**src/hw/rtl/rsgc_pkg.sv**
```systemverilog
// ----------------------------------------------------------------------------
// rsgc_pkg
// shared types, codes and constants of the race start gate controller
// ----------------------------------------------------------------------------
package rsgc_pkg;

    // width of captured and reported time stamps inside the block
    localparam int TIME_BITS = 32;

    // event codes
    localparam logic [1:0] FUNC_TICK   = 2'd0;
    localparam logic [1:0] FUNC_CROSS  = 2'd1;
    localparam logic [1:0] FUNC_BUTTON = 2'd2;

    // operating modes
    localparam logic [1:0] MODE_AUTO  = 2'd0;
    localparam logic [1:0] MODE_EXT   = 2'd1;
    localparam logic [1:0] MODE_SETUP = 2'd2;

    // configuration register indexes
    localparam logic [2:0] REG_MODE      = 3'd0;
    localparam logic [2:0] REG_RELOAD    = 3'd1;
    localparam logic [2:0] REG_ARMED     = 3'd2;
    localparam logic [2:0] REG_READY     = 3'd3;
    localparam logic [2:0] REG_VOID_SECS = 3'd4;

    // register reset values
    localparam logic [7:0] RST_RELOAD    = 8'd30;
    localparam logic [7:0] RST_ARMED     = 8'd5;
    localparam logic [7:0] RST_READY     = 8'd10;
    localparam logic [7:0] RST_VOID_SECS = 8'd5;

    // setup mode countdown presets
    localparam logic [7:0] SETUP_SHORT = 8'd3;
    localparam logic [7:0] SETUP_MID   = 8'd30;
    localparam logic [7:0] SETUP_LONG  = 8'd60;

    typedef enum logic [2:0] {
        PH_NONE   = 3'd0,
        PH_READY  = 3'd1,
        PH_CLOSED = 3'd2,
        PH_OPEN   = 3'd3,
        PH_FALSE  = 3'd4
    } t_phase;

    typedef logic [TIME_BITS-1:0] t_time;

    typedef struct packed {
        logic green;
        logic red;
        logic yellow;
    } t_lamps;

    typedef struct packed {
        logic [1:0] mode;
        logic [7:0] reload;
        logic [7:0] armed;
        logic [7:0] ready;
        logic [7:0] void_secs;
    } t_cfg;

    typedef struct packed {
        logic [7:0] seconds_left;
        t_phase     phase;
        t_time      captured;
        t_lamps     lamps;
    } t_state;

endpackage

```
**src/hw/rtl/rsgc_cfg.sv**
```systemverilog
// ----------------------------------------------------------------------------
// rsgc_cfg
// configuration register file, write only
// ----------------------------------------------------------------------------
module rsgc_cfg
    import rsgc_pkg::*;
(
    input  logic       i_clk,
    input  logic       i_rst_n,
    input  logic       i_cfg_we,
    input  logic [2:0] i_cfg_idx,
    input  logic [7:0] i_cfg_data,
    output t_cfg       o_cfg
);

    t_cfg r_cfg;
    t_cfg n_cfg;

    always_comb begin
        n_cfg = r_cfg;
        if (i_cfg_we) begin
            unique case (i_cfg_idx)
                REG_MODE:      n_cfg.mode      = i_cfg_data[1:0];
                REG_RELOAD:    n_cfg.reload    = i_cfg_data;
                REG_ARMED:     n_cfg.armed     = i_cfg_data;
                REG_READY:     n_cfg.ready     = i_cfg_data;
                REG_VOID_SECS: n_cfg.void_secs = i_cfg_data;
                default:       n_cfg           = r_cfg;
            endcase
        end
    end

    always_ff @(posedge i_clk) begin
        if (!i_rst_n) begin
            r_cfg.mode      <= MODE_AUTO;
            r_cfg.reload    <= RST_RELOAD;
            r_cfg.armed     <= RST_ARMED;
            r_cfg.ready     <= RST_READY;
            r_cfg.void_secs <= RST_VOID_SECS;
        end else begin
            r_cfg <= n_cfg;
        end
    end

    assign o_cfg = r_cfg;

endmodule

```
**src/hw/rtl/rsgc_step.sv**
```systemverilog
// ----------------------------------------------------------------------------
// rsgc_step
// next gate state and report for one event
// ----------------------------------------------------------------------------
module rsgc_step
    import rsgc_pkg::*;
(
    input  logic [1:0]  i_func,
    input  logic [31:0] i_now,
    input  t_cfg        i_cfg,
    input  t_state      i_state,
    output t_state      o_state,
    output logic        o_report_valid,
    output logic [31:0] o_report_time
);

    t_state     s;
    logic       rep_v;
    t_time      rep_t;
    t_time      now_t;
    logic [7:0] void_at;

    assign now_t   = TIME_BITS'(i_now);
    assign void_at = i_cfg.reload - i_cfg.void_secs;

    always_comb begin
        s     = i_state;
        rep_v = 1'b0;
        rep_t = '0;
        case (i_func)
            FUNC_TICK: begin
                if (i_cfg.mode == MODE_AUTO) begin
                    s.seconds_left = i_state.seconds_left - 8'd1;
                    if (s.seconds_left == i_cfg.armed) begin
                        s.phase = PH_CLOSED;
                    end else if (s.seconds_left == i_cfg.ready) begin
                        s.phase = PH_READY;
                    end else if (s.seconds_left == 8'd0) begin
                        s.lamps.green = 1'b1;
                        s.captured    = now_t;
                        if (i_state.phase == PH_FALSE) begin
                            rep_v   = 1'b1;
                            rep_t   = now_t;
                            s.phase = PH_NONE;
                        end else begin
                            s.phase = PH_OPEN;
                        end
                        s.seconds_left = i_cfg.reload;
                    end
                    // start goes void void_secs seconds after the reload, if reload >= void_secs
                    if (i_cfg.reload >= i_cfg.void_secs && s.seconds_left == void_at) begin
                        s.phase       = PH_NONE;
                        s.lamps.green = 1'b0;
                        s.lamps.red   = 1'b0;
                    end
                end else if (i_cfg.mode == MODE_EXT) begin
                    if (i_state.seconds_left != 8'd0) begin
                        s.seconds_left = i_state.seconds_left - 8'd1;
                    end
                    if (s.seconds_left == 8'd0 && i_state.phase == PH_OPEN) begin
                        s.lamps.green = 1'b1;
                    end
                end
            end
            FUNC_CROSS: begin
                s.lamps.yellow = ~i_state.lamps.yellow;
                if (i_cfg.mode == MODE_AUTO) begin
                    case (i_state.phase)
                        PH_CLOSED: begin
                            s.lamps.red = 1'b1;
                            s.phase     = PH_FALSE;
                        end
                        PH_OPEN: begin
                            s.lamps.green = 1'b0;
                            rep_v         = 1'b1;
                            rep_t         = i_state.captured;
                            s.phase       = PH_NONE;
                        end
                        PH_READY: begin
                            s.lamps.red    = 1'b1;
                            s.seconds_left = i_cfg.reload;
                            s.phase        = PH_NONE;
                        end
                        default: s.phase = i_state.phase;
                    endcase
                end else if (i_cfg.mode == MODE_EXT) begin
                    if (i_state.phase == PH_OPEN) begin
                        rep_v         = 1'b1;
                        rep_t         = now_t;
                        s.lamps.green = 1'b0;
                        s.phase       = PH_NONE;
                    end
                end
            end
            FUNC_BUTTON: begin
                if (i_cfg.mode == MODE_EXT) begin
                    s.lamps.green  = 1'b0;
                    s.seconds_left = i_cfg.reload;
                    s.phase        = PH_OPEN;
                end else if (i_cfg.mode == MODE_SETUP) begin
                    if (i_state.seconds_left == SETUP_MID) begin
                        s.seconds_left = SETUP_LONG;
                    end else if (i_state.seconds_left == SETUP_LONG) begin
                        s.seconds_left = SETUP_SHORT;
                    end else if (i_state.seconds_left == SETUP_SHORT) begin
                        s.seconds_left = SETUP_MID;
                    end
                end
            end
            default: s = i_state;
        endcase
    end

    assign o_state        = s;
    assign o_report_valid = rep_v;
    assign o_report_time  = 32'(rep_t);

endmodule

```
**src/hw/rtl/race_start_gate_controller_top.sv**
```systemverilog
// ----------------------------------------------------------------------------
// race_start_gate_controller_top
// start gate controller: countdown, gate phase, lamps and start time report
// ----------------------------------------------------------------------------
// Each request is one event (second tick, photocell crossing or button press)
// with its time stamp, and yields exactly one result: countdown, gate state,
// the three lamps and an optional reported start time. The block takes one
// request per clock cycle unless results stall. A request is registered in
// the input register, the gate state update is a single pass of compares and
// a decrement, and the result is registered in the output register, where it
// is valid and can be taken. The request in the input register moves on when
// the output register is empty or its result is taken in that cycle; a new
// request is taken whenever the input register is empty or moving on, so with
// no result stalls one request goes in every cycle. The user must write
// configuration registers only while no request is in flight; the block
// itself does not enforce this.
// ----------------------------------------------------------------------------
module race_start_gate_controller_top
    import rsgc_pkg::*;
(
    input  logic        i_clk,
    input  logic        i_rst_n,

    // configuration write port
    input  logic        i_cfg_we,
    input  logic [2:0]  i_cfg_idx,
    input  logic [7:0]  i_cfg_data,

    // event requests
    input  logic        i_in_valid,
    output logic        o_in_stall,
    input  logic [1:0]  i_func,
    input  logic [31:0] i_now_time,

    // results
    output logic        o_out_valid,
    input  logic        i_out_stall,
    output logic [7:0]  o_countdown,
    output logic [2:0]  o_gate_state,
    output logic        o_green_lamp,
    output logic        o_red_lamp,
    output logic        o_yellow_lamp,
    output logic        o_report_valid,
    output logic [31:0] o_report_time
);

    t_cfg        cfg;

    // input register
    logic        r_in_valid;
    logic [1:0]  r_func;
    logic [31:0] r_now;

    // gate state
    t_state      r_state;
    t_state      n_state;
    logic        n_rep_valid;
    logic [31:0] n_rep_time;

    // output register
    logic        r_out_valid;
    logic [7:0]  r_countdown;
    logic [2:0]  r_gate_state;
    t_lamps      r_lamps;
    logic        r_rep_valid;
    logic [31:0] r_rep_time;

    logic        advance;
    logic        in_take;

    // the input stage moves on when the output register is free or being drained
    assign advance    = r_in_valid && (!r_out_valid || !i_out_stall);
    assign o_in_stall = r_in_valid && !advance;
    assign in_take    = i_in_valid && !o_in_stall;

    rsgc_cfg u_cfg (
        .i_clk      (i_clk),
        .i_rst_n    (i_rst_n),
        .i_cfg_we   (i_cfg_we),
        .i_cfg_idx  (i_cfg_idx),
        .i_cfg_data (i_cfg_data),
        .o_cfg      (cfg)
    );

    rsgc_step u_step (
        .i_func         (r_func),
        .i_now          (r_now),
        .i_cfg          (cfg),
        .i_state        (r_state),
        .o_state        (n_state),
        .o_report_valid (n_rep_valid),
        .o_report_time  (n_rep_time)
    );

    // input register, payload unreset
    always_ff @(posedge i_clk) begin
        if (!i_rst_n) begin
            r_in_valid <= 1'b0;
        end else if (!o_in_stall) begin
            r_in_valid <= i_in_valid;
        end
    end

    always_ff @(posedge i_clk) begin
        if (in_take) begin
            r_func <= i_func;
            r_now  <= i_now_time;
        end
    end

    // gate state commits as the event moves into the output register
    always_ff @(posedge i_clk) begin
        if (!i_rst_n) begin
            r_state.seconds_left <= RST_RELOAD;
            r_state.phase        <= PH_NONE;
            r_state.captured     <= '0;
            r_state.lamps        <= '0;
        end else if (advance) begin
            r_state <= n_state;
        end
    end

    // output register
    always_ff @(posedge i_clk) begin
        if (!i_rst_n) begin
            r_out_valid <= 1'b0;
        end else if (advance) begin
            r_out_valid <= 1'b1;
        end else if (!i_out_stall) begin
            r_out_valid <= 1'b0;
        end
    end

    always_ff @(posedge i_clk) begin
        if (advance) begin
            r_countdown  <= n_state.seconds_left;
            r_gate_state <= n_state.phase;
            r_lamps      <= n_state.lamps;
            r_rep_valid  <= n_rep_valid;
            r_rep_time   <= n_rep_time;
        end
    end

    assign o_out_valid    = r_out_valid;
    assign o_countdown    = r_countdown;
    assign o_gate_state   = r_gate_state;
    assign o_green_lamp   = r_lamps.green;
    assign o_red_lamp     = r_lamps.red;
    assign o_yellow_lamp  = r_lamps.yellow;
    assign o_report_valid = r_rep_valid;
    assign o_report_time  = r_rep_time;

`ifndef SYNTH
    // every report closes the run, so the gate is back at no start
    a_report_clears_gate: assert property (@(posedge i_clk) disable iff (!i_rst_n)
        (o_out_valid && o_report_valid) |-> (o_gate_state == PH_NONE))
        else $error("report with gate not at no start");

    // report time is zero unless a time is reported
    a_report_time_zero: assert property (@(posedge i_clk) disable iff (!i_rst_n)
        (o_out_valid && !o_report_valid) |-> (o_report_time == 32'd0))
        else $error("report time nonzero without report");

    // an event that leaves the input register shows up as a result next cycle
    a_advance_result: assert property (@(posedge i_clk) disable iff (!i_rst_n)
        advance |=> o_out_valid)
        else $error("advanced event produced no result");
`endif

endmodule

```
**config.mk**
```make
export PLATFORM = sky130hd
export DESIGN_NAME = race_start_gate_controller_top
export DESIGN_NICKNAME = d
export VERILOG_FILES = /design/src/hw/rtl/rsgc_pkg.sv /design/src/hw/rtl/rsgc_cfg.sv /design/src/hw/rtl/rsgc_step.sv /design/src/hw/rtl/race_start_gate_controller_top.sv
export SDC_FILE = /design/constraint.sdc
export NUM_CORES = 1
export LEC_CHECK = 0
export BUFFER_PORTS_ARGS = -buffer_cell sky130_fd_sc_hd__buf_2
export CAP_MARGIN = 25
export CORE_MARGIN = 4
export CORE_UTILIZATION = 29
export CTS_BUF_LIST = sky130_fd_sc_hd__clkbuf_16
export CTS_CLUSTER_SIZE = 20
export DETAILED_ROUTE_END_ITERATION = 7
export PLACE_DENSITY = 0.48
export SYNTH_ARGS = -nofsm -noshare
export SYNTH_HDL_FRONTEND = slang
export SYNTH_HIERARCHICAL = 1
export SYNTH_SLANG_ARGS = --single-unit
```
**constraint.sdc**
```tcl
create_clock -name i_clk -period 5.9 [get_ports i_clk]
set_input_delay 0.295 -clock i_clk [delete_from_list [all_inputs] [get_ports i_clk]]
set_output_delay 0.295 -clock i_clk [all_outputs]
set_load 0.02 [all_outputs]
```
==> impl_metrics.csv <==
group,metric,value,unit
final_layout,final_nets,1027,
worst_setup_path,arrival,4780,ps
worst_setup_path,cpPeakStageDelay,540,ps
sta,worst_slew_pin_slew,938,ps
floorplanning,rows,64,
detailed_routing,ant_nets,0,
synthesis,synth-edff-count,81,
synthesis,ys.flop_type,"dfxtp_1",
synthesis,ys_warn_count,6,
placement,portBuffers,98,
detailed_routing,vias,6928,
synthesis,syn_nets,962,
min_path,hold_path.class,"input pin to flop",
worst_setup_path,cp_cell_sequence,"inv_1 > ha_1 > or3b_1 > or3_1 > and2_4 > o2111a_2 > a211oi_4 > nand3_2 > buf_4 > nor3_2 > buf_4 > a21o_1 > a22o_1",
cts,clockBufferDepth,2,
power_and_ir_drop,pwr-share-seq,48.5,%
global_route,overflow,0,
power_and_ir_drop,power_frac_clock,42.3,%
synthesis,synth_cells,898,
detailed_routing,dr.pass1.iters,5,
floorplanning,die_h,184,µm
sta,final_hold_viol_count,0,
floorplanning,die_area,33800,µm²
floorplanning,start_util,29.4,%
global_route,grt_pass1_vias,6567,
synthesis,avgSynthCellArea,10.0,µm²
sta,finalCriticalPeriod,4470,ps
cts,cts_sinks,163,
placement,routabilityCongestion,0.890,
final_layout,final_cells,1371,
sta,skew,11.4,ps
floorplanning,die_w,184,µm
detailed_routing,routed_wl,23600,µm
synthesis,async_reset_ff_share,0,%
cts,h-tree-depth,4,
cts,cts_tree,"done",
synthesis,seq_area_frac_synth,45.4,%
worst_setup_path,worstPathMaxFanout,33,
sta,slew_violations,0,
detailed_routing,wl_per_cell,17.2,µm
cts,clk_pin_slew_worst_paths,70,ps
synthesis,ys_ff_latch,163,
global_route,grt_max_degree,79,
power_and_ir_drop,powerDensity,251,nW/µm²
synthesis,synth_common_cells,"181 x nand2_1, 82 x dfxtp_1, 81 x edfxtp_1, 81 x mux2i_1, 49 x a21oi_1",
power_and_ir_drop,p_sw,681,µW
placement,place_hpwl,15800,µm
sta,finalCritPeriodShare,75.8,%
power_and_ir_drop,p_comb_share,9.2,%
final_layout,drive_gt1_share,19.6,%
worst_setup_path,cp_common_cell,"buf_4",
worst_setup_path,cp-end-kind,"flop",
detailed_routing,drc,0,
cts,insertion_delay,430,ps
power_and_ir_drop,swShare,26.3,%
synthesis,ys_top_cells_by_area,"edfxtp_1 27%, dfxtp_1 18%, mux2i_1 9.0%, nand2_1 7.6%, mux2_2 4.5%",
sta,fin_setup_tns,0,ps
worst_setup_path,path_class,"flop to flop",
global_route,antenna_found_initial,0,
cts,cts_made_buffers,17,
worst_setup_path,cp-start-kind,"flop",
cts,cts_resized,0,
outcome,outcome,"complete, no violations",
synthesis,synth.distinct_cells,75,
sta,slew_headroom,37.2,%
global_route,grt_usage,13.7,%
global_route,grt_first_pass_wirelength,37100,µm
power_and_ir_drop,p_leak,0.00380,µW
sta,rsz0062_at_grt,"no",
final_layout,area_growth,14.9,%
worst_setup_path,required,6200,ps
placement,post-place-cells,1339,
power_and_ir_drop,ir_worst_vdd,162,µV
sta,max_freq,224,MHz
synthesis,synth_top_cell_by_area,"edfxtp_1",
detailed_routing,drt_iter0_markers,570,
detailed_routing,vias_per_cell,5.05,
power_and_ir_drop,cellInternalPower,1910,µW
synthesis,syn_area,8980,µm²
floorplanning,core_area,30600,µm²
cts,cts_hold_buf,0,
worst_setup_path,critPathSlowestCell,"a211oi_4",
final_layout,diodes,0,
synthesis,synth_top_area_share,27.1,%
synthesis,yosysMostFrequentCell,"nand2_1",
sta,finalSetupViolations,0,
job,drv_cap,0,
cts,root_buffer,"clkbuf_16",
cts,post_cts_buffers,0,
floorplanning,io_pins,99,
## registers in the layout, indices dropped and copies added (netlist names)
register        count
o_gate_state        3
u_cfg/o_cfg        34
r_state            46
r_func              2
o_out_valid         1
r_in_valid          1
o_red_lamp          1
o_report_time      32
o_green_lamp        1
r_now              32
o_yellow_lamp       1
o_countdown         8
o_report_valid      1
## final timing paths
path,to,start,slack [ps],cells after the start
worst min register to register,u_cfg/o_cfg[1],u_cfg/o_cfg[1],460,2
worst max-delay path,o_report_time[21],r_state[38],1430,13
worst max register to register,o_report_time[21],r_state[38],1430,13
worst min-delay path,r_now[1],i_now_time[1],30,1
## area by class of cell
class | instances | area (µm²)
tap | 396 | 495
fill | 3152 | 20300
inverter | 13 | 48.8
multi-input combinational | 659 | 4550
sequential | 163 | 4070
clock inverter | 14 | 143
clock buffer | 17 | 425
timing repair buffer | 109 | 588
## cells by family (layout without fill, tap and decap cells)
family | after synthesis | after routing | share of synthesized area (%)
simple gates | 314 | 314 | 17.1
mux | 117 | 117 | 13.5
flops | 163 | 163 | 45.4
compound gates | 181 | 181 | 13.9
buf+inv | 76 | 153 | 4.33
xor+xnor | 33 | 33 | 3.69
fa+ha+maj | 14 | 14 | 2.03
## power by group through the flow
stage / Clock [µW] / Sequential, µW / Combinational [µW]
final: 1090 / 1260 / 239
after CTS: 1130 / 1260 / 239
after detailed placement: 0 / 1280 / 238
after floorplan: 0 / 1280 / 164
after global routing: 1180 / 1260 / 262
after global placement: 0 / 1280 / 238
## per-stage QoR
stage	instance area, µm²	hold slack [ps]	util (%)	total power (µW)	setup WS (ps)
floorplan	8980	394	-	1440	2050
global placement	9730	447	31.8	1520	1580
detailed placement	9730	454	31.8	1520	1450
CTS	10300	10.1	33.7	2630	1420
global route	10300	9.18	33.7	2700	1160
finish	10300	30.2	33.7	2590	1430
## per-layer routing
| metal | global-route usage, % | vias to the layer above | part of all wire, % |
|---|---|---|---|
| met1 | 19.1 | 3360 | 47 |
| met5 | 0 | - | 0 |
| met2 | 21.9 | 167 | 47 |
| met4 | 3.87 | 0 | 1.4 |
| li1 | - | 3381 | - |
| met3 | 2.45 | 20 | 3.7 |
## placed cells by master, fill, tap and decap left out, drive strengths merged, types with 9 or more instances in the layout
master  Yosys  final
nand2     181    181
dfxtp      82     82
clkbuf     37     17
buf        26    109
nor2b      34     34
a21oi      49     49
xnor2      19     19
nand3      12     12
xor2       11     11
ha         13     13
nand2b     10     10
mux2i      81     81
o211ai      9      9
o21ai      29     29
nor3        9      9
inv        13     22
mux2       36     36
edfxtp     81     81
nor2       17     17
a22o       34     34
## critical path: cells and delay by family, from the launching register on
kind	cells	cell delay [ps]
flops	1	510
buf+inv	3	870
simple gates	5	1260
fa+ha+maj	1	260
compound gates	4	1430
(Power assumes the default switching activity.)
